## config.mk

```make
export PLATFORM = sky130hd
export DESIGN_NAME = row_band_segmenter_flat
export DESIGN_NICKNAME = d
export VERILOG_FILES = /design/src/hw/rtl/rbs_pkg.sv /design/src/hw/rtl/rbs_pixel_if.sv /design/src/hw/rtl/rbs_band_if.sv /design/src/hw/rtl/rbs_band_tracker.sv /design/src/hw/rtl/rbs_result_fifo.sv /design/src/hw/rtl/row_band_segmenter.sv /design/src/flat_wrapper.sv
export SDC_FILE = /design/constraint.sdc
export NUM_CORES = 1
export LEC_CHECK = 0
export BUFFER_PORTS_ARGS = -buffer_cell sky130_fd_sc_hd__buf_2
export CORE_AREA = 2 2 144 146
export DETAILED_ROUTE_END_ITERATION = 12
export DIE_AREA = 0 0 146 148
export PLACE_DENSITY = 0.72
export SETUP_SLACK_MARGIN = 0.5
export SYNTH_ARGS = -nofsm -noshare
export SYNTH_HDL_FRONTEND = slang
export SYNTH_SLANG_ARGS = --single-unit
export TNS_END_PERCENT = 100
```

## constraint.sdc

```tcl
create_clock -name clk_i -period 6.4 [get_ports clk_i]
set_input_delay 1.28 -clock clk_i [delete_from_list [all_inputs] [get_ports clk_i]]
set_output_delay 1.28 -clock clk_i [all_outputs]
set_load 0.02 [all_outputs]
```

## src/hw/rtl/rbs_pkg.sv

```systemverilog
// ----------------------------------------------------------------------------
// rbs_pkg
// Shared widths, reset values, register codes and payload types of the
// row band segmenter.
// ----------------------------------------------------------------------------
package rbs_pkg;

  localparam int PIX_W = 8;
  localparam int CFG_W = 8;
  localparam int TOP_W = 12;
  localparam int HGT_W = 13;
  localparam int WID_W = 13;

  localparam int MAX_ROWS_DEF = 4096;
  localparam int MAX_COLS_DEF = 4096;

  localparam logic [CFG_W-1:0] BG_LEVEL_RST = 8'd0;
  localparam logic [CFG_W-1:0] MAX_DIFF_RST = 8'd9;

  localparam int APB_DW = 32;
  localparam int APB_AW = 3;

  typedef enum logic {
    REG_BG_LEVEL = 1'b0,
    REG_MAX_DIFF = 1'b1
  } cfg_reg_e;

  typedef struct packed {
    logic [TOP_W-1:0] band_top;
    logic [HGT_W-1:0] band_height;
    logic [WID_W-1:0] band_width;
  } band_t;

endpackage

```

## src/hw/rtl/rbs_pixel_if.sv

```systemverilog
// ----------------------------------------------------------------------------
// rbs_pixel_if
// Pixel request channel: valid/ready handshake with gray pixel and marks.
// ----------------------------------------------------------------------------
interface rbs_pixel_if;
  logic                     valid;
  logic                     ready;
  logic [rbs_pkg::PIX_W-1:0] pixel;
  logic                     row_end;
  logic                     frame_end;

  modport source (output valid, output pixel, output row_end, output frame_end,
                  input ready);
  modport sink   (input valid, input pixel, input row_end, input frame_end,
                  output ready);
endinterface

```

## src/hw/rtl/rbs_band_if.sv

```systemverilog
// ----------------------------------------------------------------------------
// rbs_band_if
// Band result channel: valid/ready handshake with band top, height and width.
// ----------------------------------------------------------------------------
interface rbs_band_if;
  logic                      valid;
  logic                      ready;
  logic [rbs_pkg::TOP_W-1:0] band_top;
  logic [rbs_pkg::HGT_W-1:0] band_height;
  logic [rbs_pkg::WID_W-1:0] band_width;

  modport source (output valid, output band_top, output band_height,
                  output band_width, input ready);
  modport sink   (input valid, input band_top, input band_height,
                  input band_width, output ready);
endinterface

```

## src/hw/rtl/rbs_band_tracker.sv

```systemverilog
// ----------------------------------------------------------------------------
// rbs_band_tracker
// Per-pixel background test, row/column counters and band open/close logic.
// Produces at most one band result per processed pixel.
// ----------------------------------------------------------------------------
module rbs_band_tracker #(
  parameter int MAX_ROWS = rbs_pkg::MAX_ROWS_DEF,
  parameter int MAX_COLS = rbs_pkg::MAX_COLS_DEF
) (
  input  logic                      clk_i,
  input  logic                      rst_ni,
  input  logic                      step_i,
  input  logic [rbs_pkg::PIX_W-1:0] pixel_i,
  input  logic                      row_end_i,
  input  logic                      frame_end_i,
  input  logic [rbs_pkg::CFG_W-1:0] bg_level_i,
  input  logic [rbs_pkg::CFG_W-1:0] max_diff_i,
  output logic                      emit_o,
  output rbs_pkg::band_t            band_o
);

  localparam int RowW = $clog2(MAX_ROWS);
  localparam int ColW = $clog2(MAX_COLS + 1);
  localparam int HW   = (RowW + 1 > rbs_pkg::HGT_W) ? RowW + 1 : rbs_pkg::HGT_W;
  localparam int TW   = (RowW > rbs_pkg::TOP_W) ? RowW : rbs_pkg::TOP_W;
  localparam int WW   = (ColW > rbs_pkg::WID_W) ? ColW : rbs_pkg::WID_W;

  logic            in_band_q, in_band_d;
  logic [RowW-1:0] open_top_q, open_top_d;
  logic [RowW-1:0] row_idx_q, row_idx_d;
  logic [ColW-1:0] col_cnt_q, col_cnt_d;
  logic            row_obj_q, row_obj_d;

  logic [rbs_pkg::PIX_W-1:0] dev;
  logic            obj;
  logic [ColW-1:0] col_inc;
  logic            eor, open_band, close_band, in_band_after, frame_emit;
  logic [RowW-1:0] top_after;
  logic [HW-1:0]   h_raw, h_fix;
  logic [TW-1:0]   top_ext;
  logic [WW-1:0]   wid_ext;

  always_comb begin
    dev = (pixel_i >= bg_level_i) ? pixel_i - bg_level_i : bg_level_i - pixel_i;
    obj = row_obj_q | (dev > max_diff_i);
    col_inc = (col_cnt_q < ColW'(MAX_COLS)) ? col_cnt_q + ColW'(1) : col_cnt_q;
    eor = row_end_i | frame_end_i;
    open_band  = eor & obj & ~in_band_q;
    close_band = eor & ~obj & in_band_q;
    in_band_after = open_band | (in_band_q & ~close_band);
    top_after  = open_band ? row_idx_q : open_top_q;
    // a band closed by the last row is not reported again at frame end
    frame_emit = frame_end_i & in_band_after;
    emit_o = step_i & (close_band | frame_emit);

    h_raw = HW'(row_idx_q) - HW'(top_after) + (close_band ? HW'(0) : HW'(1));
    // folded rows after row index saturation can give zero
    h_fix = (h_raw == '0) ? HW'(1) : h_raw;
    top_ext = TW'(top_after);
    wid_ext = WW'(col_inc);
    band_o.band_top    = top_ext[rbs_pkg::TOP_W-1:0];
    band_o.band_height = h_fix[rbs_pkg::HGT_W-1:0];
    band_o.band_width  = wid_ext[rbs_pkg::WID_W-1:0];
  end

  always_comb begin
    in_band_d  = in_band_q;
    open_top_d = open_top_q;
    row_idx_d  = row_idx_q;
    col_cnt_d  = col_cnt_q;
    row_obj_d  = row_obj_q;
    if (step_i) begin
      priority if (frame_end_i) begin
        in_band_d  = 1'b0;
        open_top_d = '0;
        row_idx_d  = '0;
        col_cnt_d  = '0;
        row_obj_d  = 1'b0;
      end else if (row_end_i) begin
        in_band_d  = in_band_after;
        open_top_d = top_after;
        if (row_idx_q < RowW'(MAX_ROWS - 1)) begin
          row_idx_d = row_idx_q + RowW'(1);
        end
        col_cnt_d  = '0;
        row_obj_d  = 1'b0;
      end else begin
        col_cnt_d  = col_inc;
        row_obj_d  = obj;
      end
    end
  end

  always_ff @(posedge clk_i or negedge rst_ni) begin
    if (!rst_ni) begin
      in_band_q  <= 1'b0;
      open_top_q <= '0;
      row_idx_q  <= '0;
      col_cnt_q  <= '0;
      row_obj_q  <= 1'b0;
    end else begin
      in_band_q  <= in_band_d;
      open_top_q <= open_top_d;
      row_idx_q  <= row_idx_d;
      col_cnt_q  <= col_cnt_d;
      row_obj_q  <= row_obj_d;
    end
  end

  // an open band never starts below the current row
  a_top_le_row: assert property (@(posedge clk_i) disable iff (!rst_ni)
    in_band_q |-> (open_top_q <= row_idx_q))
    else $error("open band top beyond current row");

  // a result only comes out at a row or frame boundary
  a_emit_on_eor: assert property (@(posedge clk_i) disable iff (!rst_ni)
    emit_o |-> (row_end_i || frame_end_i))
    else $error("band result outside row end");

  // frame end leaves every counter cleared
  a_frame_clear: assert property (@(posedge clk_i) disable iff (!rst_ni)
    (step_i && frame_end_i) |=> (!in_band_q && row_idx_q == '0 && col_cnt_q == '0))
    else $error("state not cleared after frame end");

endmodule

```

## src/hw/rtl/rbs_result_fifo.sv

```systemverilog
// ----------------------------------------------------------------------------
// rbs_result_fifo
// Two-entry result queue; lets pixels keep flowing while a band result waits.
// ----------------------------------------------------------------------------
module rbs_result_fifo (
  input  logic           clk_i,
  input  logic           rst_ni,
  input  logic           push_i,
  input  rbs_pkg::band_t data_i,
  input  logic           pop_i,
  output logic           valid_o,
  output logic           full_o,
  output rbs_pkg::band_t data_o
);

  rbs_pkg::band_t mem_q [2];
  logic       wr_ptr_q, rd_ptr_q;
  logic [1:0] cnt_q, cnt_d;

  assign valid_o = (cnt_q != 2'd0);
  assign full_o  = (cnt_q == 2'd2);
  assign data_o  = mem_q[rd_ptr_q];

  always_comb begin
    unique case ({push_i, pop_i})
      2'b10:   cnt_d = cnt_q + 2'd1;
      2'b01:   cnt_d = cnt_q - 2'd1;
      default: cnt_d = cnt_q;
    endcase
  end

  always_ff @(posedge clk_i) begin
    if (push_i) begin
      mem_q[wr_ptr_q] <= data_i;
    end
  end

  always_ff @(posedge clk_i or negedge rst_ni) begin
    if (!rst_ni) begin
      wr_ptr_q <= 1'b0;
      rd_ptr_q <= 1'b0;
      cnt_q    <= 2'd0;
    end else begin
      if (push_i) wr_ptr_q <= ~wr_ptr_q;
      if (pop_i)  rd_ptr_q <= ~rd_ptr_q;
      cnt_q <= cnt_d;
    end
  end

  a_no_overflow: assert property (@(posedge clk_i) disable iff (!rst_ni)
    full_o |-> !push_i || pop_i)
    else $error("result queue overflow");

  a_cnt_range: assert property (@(posedge clk_i) disable iff (!rst_ni)
    cnt_q != 2'd3)
    else $error("result queue count out of range");

  a_ptr_cnt: assert property (@(posedge clk_i) disable iff (!rst_ni)
    (cnt_q == 2'd1) |-> (wr_ptr_q != rd_ptr_q))
    else $error("result queue pointers disagree with count");

endmodule

```

## src/hw/rtl/row_band_segmenter.sv

```systemverilog
// ----------------------------------------------------------------------------
// row_band_segmenter
// Row segmentation of a raster gray frame into bands of non-background rows.
// ----------------------------------------------------------------------------
// a band result is valid once its last pixel is registered and the result is queued
// throughput: one pixel per cycle; input stalls only while two results wait unread
// the path is an input register, one compare/count stage and a two-entry result queue
// reset clears all counters and the band state, background level 0, max diff 9
// no clearing pass after reset, first pixel can be taken in the first cycle
// ----------------------------------------------------------------------------
module row_band_segmenter #(
  parameter int MAX_ROWS = rbs_pkg::MAX_ROWS_DEF,
  parameter int MAX_COLS = rbs_pkg::MAX_COLS_DEF
) (
  input  logic                       clk_i,
  input  logic                       rst_ni,
  rbs_pixel_if.sink                  pixel_in,
  rbs_band_if.source                 band_out,
  input  logic                       psel,
  input  logic                       penable,
  input  logic                       pwrite,
  input  logic [rbs_pkg::APB_AW-1:0] paddr,
  input  logic [rbs_pkg::APB_DW-1:0] pwdata,
  output logic [rbs_pkg::APB_DW-1:0] prdata,
  output logic                       pready
);

  logic [rbs_pkg::CFG_W-1:0] bg_level_q, max_diff_q;
  rbs_pkg::cfg_reg_e         reg_sel;
  logic                      cfg_wr;

  logic                      in_vld_q;
  logic [rbs_pkg::PIX_W-1:0] pixel_q;
  logic                      row_end_q, frame_end_q;
  logic                      in_ready, step;

  logic           emit, fifo_full, fifo_valid, pop;
  rbs_pkg::band_t band_res, band_head;

  // configuration port
  assign pready  = 1'b1;
  assign reg_sel = rbs_pkg::cfg_reg_e'(paddr[rbs_pkg::APB_AW-1]);
  assign cfg_wr  = psel & penable & pwrite;

  always_comb begin
    unique case (reg_sel)
      rbs_pkg::REG_BG_LEVEL: prdata = rbs_pkg::APB_DW'(bg_level_q);
      rbs_pkg::REG_MAX_DIFF: prdata = rbs_pkg::APB_DW'(max_diff_q);
      default:               prdata = '0;
    endcase
  end

  always_ff @(posedge clk_i or negedge rst_ni) begin
    if (!rst_ni) begin
      bg_level_q <= rbs_pkg::BG_LEVEL_RST;
      max_diff_q <= rbs_pkg::MAX_DIFF_RST;
    end else if (cfg_wr) begin
      unique case (reg_sel)
        rbs_pkg::REG_BG_LEVEL: bg_level_q <= pwdata[rbs_pkg::CFG_W-1:0];
        rbs_pkg::REG_MAX_DIFF: max_diff_q <= pwdata[rbs_pkg::CFG_W-1:0];
        default: ;
      endcase
    end
  end

  // input register; drains whenever the result queue has room
  assign step     = in_vld_q & ~fifo_full;
  assign in_ready = ~in_vld_q | step;
  assign pixel_in.ready = in_ready;

  always_ff @(posedge clk_i or negedge rst_ni) begin
    if (!rst_ni) begin
      in_vld_q <= 1'b0;
    end else if (in_ready) begin
      in_vld_q <= pixel_in.valid;
    end
  end

  always_ff @(posedge clk_i) begin
    if (in_ready && pixel_in.valid) begin
      pixel_q     <= pixel_in.pixel;
      row_end_q   <= pixel_in.row_end;
      frame_end_q <= pixel_in.frame_end;
    end
  end

  rbs_band_tracker #(
    .MAX_ROWS (MAX_ROWS),
    .MAX_COLS (MAX_COLS)
  ) u_tracker (
    .clk_i       (clk_i),
    .rst_ni      (rst_ni),
    .step_i      (step),
    .pixel_i     (pixel_q),
    .row_end_i   (row_end_q),
    .frame_end_i (frame_end_q),
    .bg_level_i  (bg_level_q),
    .max_diff_i  (max_diff_q),
    .emit_o      (emit),
    .band_o      (band_res)
  );

  assign pop = fifo_valid & band_out.ready;

  rbs_result_fifo u_fifo (
    .clk_i   (clk_i),
    .rst_ni  (rst_ni),
    .push_i  (emit),
    .data_i  (band_res),
    .pop_i   (pop),
    .valid_o (fifo_valid),
    .full_o  (fifo_full),
    .data_o  (band_head)
  );

  assign band_out.valid       = fifo_valid;
  assign band_out.band_top    = band_head.band_top;
  assign band_out.band_height = band_head.band_height;
  assign band_out.band_width  = band_head.band_width;

  a_height_nonzero: assert property (@(posedge clk_i) disable iff (!rst_ni)
    band_out.valid |-> band_out.band_height != '0)
    else $error("band result with zero height");

  a_stall_when_full: assert property (@(posedge clk_i) disable iff (!rst_ni)
    (in_vld_q && fifo_full) |-> !pixel_in.ready)
    else $error("pixel taken while result queue full");

  a_hold_pending: assert property (@(posedge clk_i) disable iff (!rst_ni)
    (in_vld_q && fifo_full) |=> in_vld_q && $stable(pixel_q))
    else $error("pending pixel lost during stall");

endmodule
```

## src/flat_wrapper.sv

```systemverilog
// flat-port wrapper written by rule: the top's interface ports become plain ports
module row_band_segmenter_flat 
#(
  parameter int MAX_ROWS = rbs_pkg::MAX_ROWS_DEF,
  parameter int MAX_COLS = rbs_pkg::MAX_COLS_DEF
)
  (clk_i, rst_ni, psel, penable, pwrite, paddr, pwdata, prdata, pready, pixel_in_valid, pixel_in_pixel, pixel_in_row_end, pixel_in_frame_end, pixel_in_ready, band_out_valid, band_out_band_top, band_out_band_height, band_out_band_width, band_out_ready);
  rbs_pixel_if pixel_in_i ();
  rbs_band_if band_out_i ();
  input  logic clk_i;
  input  logic rst_ni;
  input  logic psel;
  input  logic penable;
  input  logic pwrite;
  input  logic [rbs_pkg::APB_AW-1:0] paddr;
  input  logic [rbs_pkg::APB_DW-1:0] pwdata;
  output logic [rbs_pkg::APB_DW-1:0] prdata;
  output logic pready;
  input wire logic [$bits(pixel_in_i.valid)-1:0] pixel_in_valid;
  input wire logic [$bits(pixel_in_i.pixel)-1:0] pixel_in_pixel;
  input wire logic [$bits(pixel_in_i.row_end)-1:0] pixel_in_row_end;
  input wire logic [$bits(pixel_in_i.frame_end)-1:0] pixel_in_frame_end;
  output wire logic [$bits(pixel_in_i.ready)-1:0] pixel_in_ready;
  output wire logic [$bits(band_out_i.valid)-1:0] band_out_valid;
  output wire logic [$bits(band_out_i.band_top)-1:0] band_out_band_top;
  output wire logic [$bits(band_out_i.band_height)-1:0] band_out_band_height;
  output wire logic [$bits(band_out_i.band_width)-1:0] band_out_band_width;
  input wire logic [$bits(band_out_i.ready)-1:0] band_out_ready;
  assign pixel_in_i.valid = pixel_in_valid;
  assign pixel_in_i.pixel = pixel_in_pixel;
  assign pixel_in_i.row_end = pixel_in_row_end;
  assign pixel_in_i.frame_end = pixel_in_frame_end;
  assign pixel_in_ready = pixel_in_i.ready;
  assign band_out_valid = band_out_i.valid;
  assign band_out_band_top = band_out_i.band_top;
  assign band_out_band_height = band_out_i.band_height;
  assign band_out_band_width = band_out_i.band_width;
  assign band_out_i.ready = band_out_ready;
  row_band_segmenter #(.MAX_ROWS(MAX_ROWS), .MAX_COLS(MAX_COLS)) u_core (.clk_i(clk_i), .rst_ni(rst_ni), .pixel_in(pixel_in_i), .band_out(band_out_i), .psel(psel), .penable(penable), .pwrite(pwrite), .paddr(paddr), .pwdata(pwdata), .prdata(prdata), .pready(pready));
endmodule
```

# Word level (Yosys, flattened, before mapping)
# Memories as Yosys holds them, arrays and structs flattened.
# Cells that the tools add are included.
[word_totals]
ff_bits = 70
latchBits = 0
ramBits = 76
mem_bits_ro = 0
inputBits = 52
output_inout_bits = 73
n_memories = 1
[mem_list]
columns = ["name", "depth", "width", "read_ports", "rd_clocked_by_memory_dff", "wr", "line_no", "rtl"]
rows = [
  ["u_core.u_fifo.mem_q", 2, 38, 1, 0, 1, "rbs_result_fifo.sv:16", "rbs_pkg::band_t mem_q [2];"],
]
[op_classes]
n_addsub = 8
mul = 0
div_mod_pow = 0
magnitude_cmp = 4
eq_ne = 3
shifts = 0
n_mux = 20
bitwise = 24
reduce_logical = 10
[ops]
columns = ["cell", "count"]
rows = [
  ["$mux 12", 6],
  ["$pmux 32 s2", 1],
  ["$mux 13", 4],
  ["$sub 8x8->8", 2],
  ["$add 13x1->13", 1],
  ["$add 13x1->13 const B", 1],
  ["$logic_not 13->1", 1],
  ["$lt 13x13->1 const B", 1],
  ["$sub 12x12->13", 1],
  ["$add 12x1->12 const B", 1],
  ["$lt 12x12->1 const B", 1],
  ["$and 1x1->1", 11],
  ["$ge 8x8->1", 1],
  ["$gt 8x8->1", 1],
  ["$mux 8", 1],
  ["$not 1->1", 8],
  ["$reduce_bool 2->1", 4],
  ["$mux 1", 7],
  ["$reduce_and 2->1", 3],
  ["$or 1x1->1", 5],
  ["$eq 2x2->1 const B", 2],
  ["$pmux 2 s2", 1],
  ["$reduce_and 3->1", 1],
  ["$add 2x1->2 const B", 1],
  ["other kinds (3)", 3],
]

# Longest topological paths before layout
# Gate-level depths: netlist of the first run.
[depth]
depth_word = 15
ltp_mapped = 32
mapped_depth_nobuf = 31

# Modules after synthesis
# A second synthesis of the first run with hierarchy kept.
[unflattened]
hier_cells = 718
area_unflattened_um2 = 8122.8
[by_module_without_submodules]
columns = ["mod", "instances", "cells_per_inst", "area_each_um2", "seq_area_each_um2"]
rows = [
  ["rbs_band_tracker", 1, 498, 3868.7, 975.9],
  ["rbs_result_fifo", 1, 134, 2975.4, 2382.3],
  ["row_band_segmenter", 1, 86, 1278.7, 728.2],
]

# Least setup slack after synthesis of the first run
# Ideal clock, no wire load.
[synth_timing]
path_kind = "register -> register"
startpoint = "register u_core.pixel_q[0] in the netlist's numbering"
endpoint = "memory u_core.u_fifo.mem_q[0][13] in the netlist's numbering (data pin)"
setup_time_ps = 258
arrival_ps = 5869
path_slack_ps = 274
path_stages_with_launch = 32
path_buffers = 1
synth_period_minus_slack_ps = 6126
cell_sequence = "edfxtp_1 inv_1 ha_1 inv_1 fa_1 a21o_1 a21oi_1 a211oi_1 a211oi_1 o21ai_2 mux2_2 ha_1 nor2b_1 o21a_1 o21a_1 o21bai_1 a21oi_1 o21ai_1 buf_2 o21ai_0 ha_1 inv_1 ha_1 fa_1 a21oi_1 nor2b_1 o21ai_0 a211oi_1 a211oi_1 xor2_1 nor3_1 a31o_2"
[synth_rtl]
columns = ["element", "line_no", "rtl"]
rows = [
  ["start, declared", "row_band_segmenter.sv:33", "logic [rbs_pkg::PIX_W-1:0] pixel_q;"],
  ["start signal, assigned", "row_band_segmenter.sv:81", "pixel_q <= pixel_in.pixel;"],
  ["end, declared", "rbs_result_fifo.sv:16", ""],
]

==> results.toml, run 1 <==
[final_layout]
final_area_sq_um = 9490
utilization = 0.473
instances_no_fill = 1073
drive_gt1_frac = 0.303
fillers = 1794
nNetsFinal = 888
area_growth_pct = 19.3
num_antenna_cells = 0

[clock_network]
clk-insertion-delay-late_ps = 430
htree_levels = 4
clk_path_buf_depth = 2
clock_sinks = 146
cts_tree = "done"
clock-root-buffer = "clkbuf_16"
cts_hold_buf = 0
cts_buffers = 17
clk_pin_slew_ps = 60

[timing]
worst_slack_ps = 481
tightest_slew_ps = 988
skew_ps = 10.2
fin_crit_sh = 0.925
rsz0062_at_grt = "yes"
drv_slew = 0
hold_ws_ps = 473
fmax_mhz = 169
min_period_ps = 5920
setup_tns_ps = 0
relSlewSlack = 0.338
finalHoldViolCount = 0
setup-violations-final = 0

[power]
ir_drop_v = 0.000189
power_mw = 4.68
power.density_nw_per_um2 = 493
p_leak_nw = 4.09

[placed_design]
portBuffers = 73
dp.cells = 1020
place_ws_ps = 72.2
place_area_sq_um = 8510
dp_hpwl_um = 10300
gp_congestion = 0.812

[logic_synthesis]
synthArstFlopShare = 0.411
ys.flop_type = "edfxtp_1"
synth-edff-count = 86
synth_warnings = 0
syn_inst = 700
synth_seq_area_share = 0.514
syn-cell-area_sq_um = 7950
avgSynthCellArea_sq_um = 11.4
ys_types = 60
ys_ff_latch = 146

[outcome]
status = "finished clean"

[floorplan]
num_rows = 52
initial_utilization = 0.397
ios = 125
core_sq_um = 20000
die_y_um = 148
dieArea_sq_um = 21600
dieWidth_um = 146

[routing]
wl_per_cell_um = 14.5
wirelength_um = 15600
remaining_drc_errors = 0
drt-initial-drc-count = 239
viasPerCell = 4.98
via_count = 5347
postRouteAntennaNets = 0
dr.pass1.iters = 4

[grt]
grt_max_degree = 61
antenna_found_initial = 1
grt_pass1_wl_um = 25300
grt_usage = 0.145
grt_overflow = 0
grt_pass1_vias = 5266

[critical_path]
critPathSlowestCell = "edfxtp_1"
cpMostUsedCell = "buf_6"
critical_path_required_ps = 6580
critical_path_class = "flip-flop to flip-flop"
crit_fanout = 3
critPathCaptureType = "flip-flop"
cpPeakStageDelay_ps = 400
cp-start-kind = "flip-flop"
ff2ff_setup_slack_ps = 480
cp.arrival_ps = 6100

[hold_path]
min_path_type = "flip-flop to flip-flop"

[job]
maxCapViolations = 0
## power by group
part	internal [mW]	leakage [nW]	switching, mW
sequential	1.33	1.61	0.105
clock	0.547	0.266	0.422
combinational	0.998	2.21	1.27
total	2.88	4.09	1.80
## repair_timing
action	in CTS	in global routing
resized for setup	19	33
pin swaps	20	31
buffers inserted	16	5
setup endpoints to repair	7	12
gates cloned	0	0
## state kept, by name, indices dropped and copies added, names as in the netlist, 2 cells and up
register,cells
u_core.pixel_q,8
u_core.u_fifo.cnt_q,2
u_core.bg_level_q,8
u_core.u_tracker.col_cnt_q,13
u_core.u_tracker.open_top_q,12
u_core.max_diff_q,8
u_core.u_tracker.row_idx_q,12
u_core.u_fifo.mem_q,76
## cells in the mapped netlist (all sizes together), types with 7 or more instances
| cell type | number | area, sq um |
|---|---|---|
| buf | 34 | 248 |
| nor2 | 34 | 130 |
| a21oi | 25 | 129 |
| and3 | 8 | 60.1 |
| a22o | 17 | 149 |
| nand3 | 11 | 60.1 |
| ha | 43 | 538 |
| clkbuf | 22 | 83.8 |
| mux2 | 57 | 642 |
| xnor2 | 23 | 201 |
| nand2 | 70 | 263 |
| mux2i | 8 | 80.1 |
| nor3 | 17 | 85.1 |
| dfrtp | 58 | 1450 |
| o21ai | 38 | 205 |
| a21o | 7 | 52.6 |
| nand4 | 7 | 43.8 |
| inv | 41 | 154 |
| edfxtp | 86 | 2580 |
| xor2 | 20 | 175 |
## cell type report
cell class                 instances  area, sq um  share of cell area
sequential                       146         4090               0.431
multi-input combinational        480         3700               0.390
timing repair buffer             104          637              0.0671
clock buffer                      18          429              0.0452
tap                              270          338              0.0356
inverter                          41          154              0.0162
clock inverter                    14          145              0.0153
## placed cells by master, fill, tap and decap left out, types with 19 or more instances in the layout
cell type,n
a21oi_1,20
nand2_1,69
conb_1,25
buf_2,73
buf_4,23
mux2_2,56
xor2_1,19
dfrtp_1,58
edfxtp_1,86
ha_1,35
o21ai_0,31
nor2_1,29
xnor2_1,23
inv_1,39
## critical path: cells and delay by family (launching register included)
kind	cells	cell delay (ps)
AND/OR/NAND/NOR	4	380
AO/OA/AOI/OAI	14	2070
flip-flops	1	400
adder cells (fa/ha/maj)	6	1630
buffers and inverters	9	700
XOR/XNOR	2	480
## kinds of logic (layout without fill, tap and decap cells)
| family | Yosys count | count (layout) | share of synthesized area |
|---|---|---|---|
| AND/OR/NAND/NOR | 175 | 175 | 0.105 |
| flip-flops | 146 | 146 | 0.514 |
| AO/OA/AOI/OAI | 126 | 126 | 0.106 |
| buffers and inverters | 97 | 177 | 0.0611 |
| multiplexers | 65 | 65 | 0.0908 |
| adder cells (fa/ha/maj) | 46 | 46 | 0.0752 |
| XOR/XNOR | 43 | 43 | 0.0474 |
| other | 2 | 25 | 0.000945 |
## worst paths after layout
kind	end	startpoint	cells past startpoint
worst max-delay path	u_core.u_fifo.mem_q[0][13]	u_core.pixel_q[0]	35
worst min register to register	u_core.u_fifo.rd_ptr_q	u_core.u_fifo.rd_ptr_q	1
min in group asynchronous	u_core.bg_level_q[7]	rst_ni	2
worst min-delay path	u_core.u_fifo.rd_ptr_q	u_core.u_fifo.rd_ptr_q	1
max in group asynchronous	u_core.u_tracker.col_cnt_q[6]	rst_ni	2
worst max register to register	u_core.u_fifo.mem_q[0][13]	u_core.pixel_q[0]	35
## routing by layer
metal  wire length, um  global-route usage  part of all wire
met5                 7                   0           0.00045
met4               287              0.0495             0.018
met1              7080               0.182              0.45
met2              7550               0.247              0.48
met3               671              0.0358             0.043
No activity file was read; power rests on OpenSTA's default activity.
==> run 2: changes to the inputs <==
- CELL_PAD_IN_SITES_DETAIL_PLACEMENT: unset -> 0
- CELL_PAD_IN_SITES_GLOBAL_PLACEMENT: unset -> 1
- PLACE_DENSITY: 0.72 -> 0.85
==> results.toml, run 2 (synthesized netlist as in run 1, its figures left out) <==
[floorplan]
num_rows = 52
ios = 125
dieArea_sq_um = 21600
dieWidth_um = 146
initial_utilization = 0.397
die_y_um = 148
core_sq_um = 20000

[routing]
postRouteAntennaNets = 0
dr.pass1.iters = 5
via_count = 5325
drt-initial-drc-count = 206
remaining_drc_errors = 0
wirelength_um = 15600
wl_per_cell_um = 14.6
viasPerCell = 4.96

[critical_path]
r2r-end = "u_core.u_fifo.mem_q[1][13]"
cpPeakStageDelay_ps = 400
critPathCaptureType = "flip-flop"
crit_fanout = 8
cp-start-kind = "flip-flop"
critPathSlowestCell = "edfxtp_1"
cpMostUsedCell = "a211oi_2"
ff2ff_setup_slack_ps = 610
cp.arrival_ps = 5970
critical_path_required_ps = 6590
r2r_cells = 29
regToRegStartpoint = "u_core.pixel_q[0]"
critical_path_class = "flip-flop to flip-flop"

[clock_network]
cts_hold_buf = 0
clk_path_buf_depth = 2
cts_tree = "done"
htree_levels = 4
cts_buffers = 17
clock-root-buffer = "clkbuf_16"
clock_sinks = 146
clk-insertion-delay-late_ps = 440
clk_pin_slew_ps = 60

[timing]
rsz0062_at_grt = "yes"
hold_ws_ps = 510
skew_ps = 12.7
setup-violations-final = 0
relSlewSlack = 0.379
tightest_slew_ps = 927
fmax_mhz = 173
min_period_ps = 5790
finalHoldViolCount = 0
fin_crit_sh = 0.904
drv_slew = 0

[final_layout]
largest-register = "u_core.u_fifo.mem_q"
largest_reg_flops = 76
utilization = 0.476
final_area_sq_um = 9550
nNetsFinal = 887
area_growth_pct = 20.1
final_cell_mix = "edfxtp_1 (86), buf_2 (73), nand2_1 (69)"
drive_gt1_frac = 0.307
final_common_cell = "edfxtp_1"
top_regs = "u_core.u_fifo.mem_q (76), u_core.u_tracker.col_cnt_q (13)"

[power]
seqPwrFrac = 0.299
power.internal_mw = 2.95
clock_power_share = 0.214
p_switching_mw = 1.85
ir_drop_v = 0.000226
power.density_nw_per_um2 = 503
p_sw_frac = 0.386
p_leak_nw = 4.11
power_mw = 4.80
power_frac_comb = 0.487

[hold_path]
min_path_type = "flip-flop to flip-flop"
min_from = "u_core.bg_level_q[7]"
min_to = "u_core.bg_level_q[7]"
hold_depth = 1

[placed_design]
place_area_sq_um = 8530
portBuffers = 73
gp_congestion = 0.797
dp_hpwl_um = 10400

[outcome]
status = "finished clean"

[grt]
grt_pass1_wl_um = 25400
grt_usage = 0.149
grt_max_degree = 61
grt_overflow = 0
grt_pass1_vias = 5168
antenna_found_initial = 0

[job]
maxCapViolations = 0
## run 2: cell count changes in the layout (fill, tap and decap cells not counted), sizes merged
cell      delta
clkinvlp     -4
clkinv       +3
buf          -1
bufinv       +1
clkbuf       -1
diode        +1
inv          +1
## run 2: area by class of cell
cell class	instances	area, sq um
tap	270	338
inverter	41	154
sequential	146	4090
clock buffer	17	425
clock inverter	15	191
antenna	1	2.50
timing repair buffer	103	594
fill	1799	10500
multi-input combinational	480	3750
## run 2: worst max-delay path by stage
stage / cells past startpoint / from / to
after global routing: 29 / u_core.pixel_q[0] / u_core.u_fifo.mem_q[1][13]
after CTS: 32 / u_core.pixel_q[0] / u_core.u_fifo.mem_q[1][13]
after detailed placement: 30 / u_core.pixel_q[0] / u_core.u_fifo.mem_q[1][13]
final: 29 / u_core.pixel_q[0] / u_core.u_fifo.mem_q[1][13]
after floorplan: 31 / u_core.pixel_q[0] / u_core.u_fifo.mem_q[0][13]
after global placement: 30 / u_core.pixel_q[0] / u_core.u_fifo.mem_q[1][13]
## run 2: stage by stage
stage               setup WS (ps)  setup TNS (ps)  std cells
finish                        614               0       1073
detailed placement          -17.3           -34.6       1023
floorplan                     557               0        723
global route                  314               0       1072
CTS                           435               0       1062
global placement             84.1               0       1023
## run 2: repair_timing
| item | 4_1_cts | 5_1_grt |
|---|---|---|
| setup buffers | 7 | 10 |
| resized for setup | 18 | 37 |
| setup endpoints to repair | 8 | 12 |
| pin swaps | 18 | 18 |
## run 2: routing by layer
layer,share of wire,global-route usage,vias to the layer above
met1,0.46,0.188,2576
met3,0.038,0.0392,21
met2,0.49,0.247,101
met5,0,0,-
li1,-,-,2627
met4,0.016,0.0524,0
## run 2: power groups by stage
stage / registers [mW] / logic [mW] / clock network [mW]
2_1_floorplan: 1.42 / 1.45 / 0
3_3_place_gp: 1.44 / 1.87 / 0
3_5_place_dp: 1.45 / 1.89 / 0
4_1_cts: 1.43 / 2.06 / 1.05
5_1_grt: 1.46 / 2.56 / 1.09
6_report: 1.43 / 2.34 / 1.03
## run 2: critical path, delay by kind of cell (launching register included)
kind                       cells  cell delay (ps)
xor gates and xnor gates       2              410
AOI/OAI and AO/OA             10             1710
muxes                          1              230
adders and majority gates      5             1420
buffers and inverters          4              450
and+or+nand+nor                7              890
DFF                            1              400
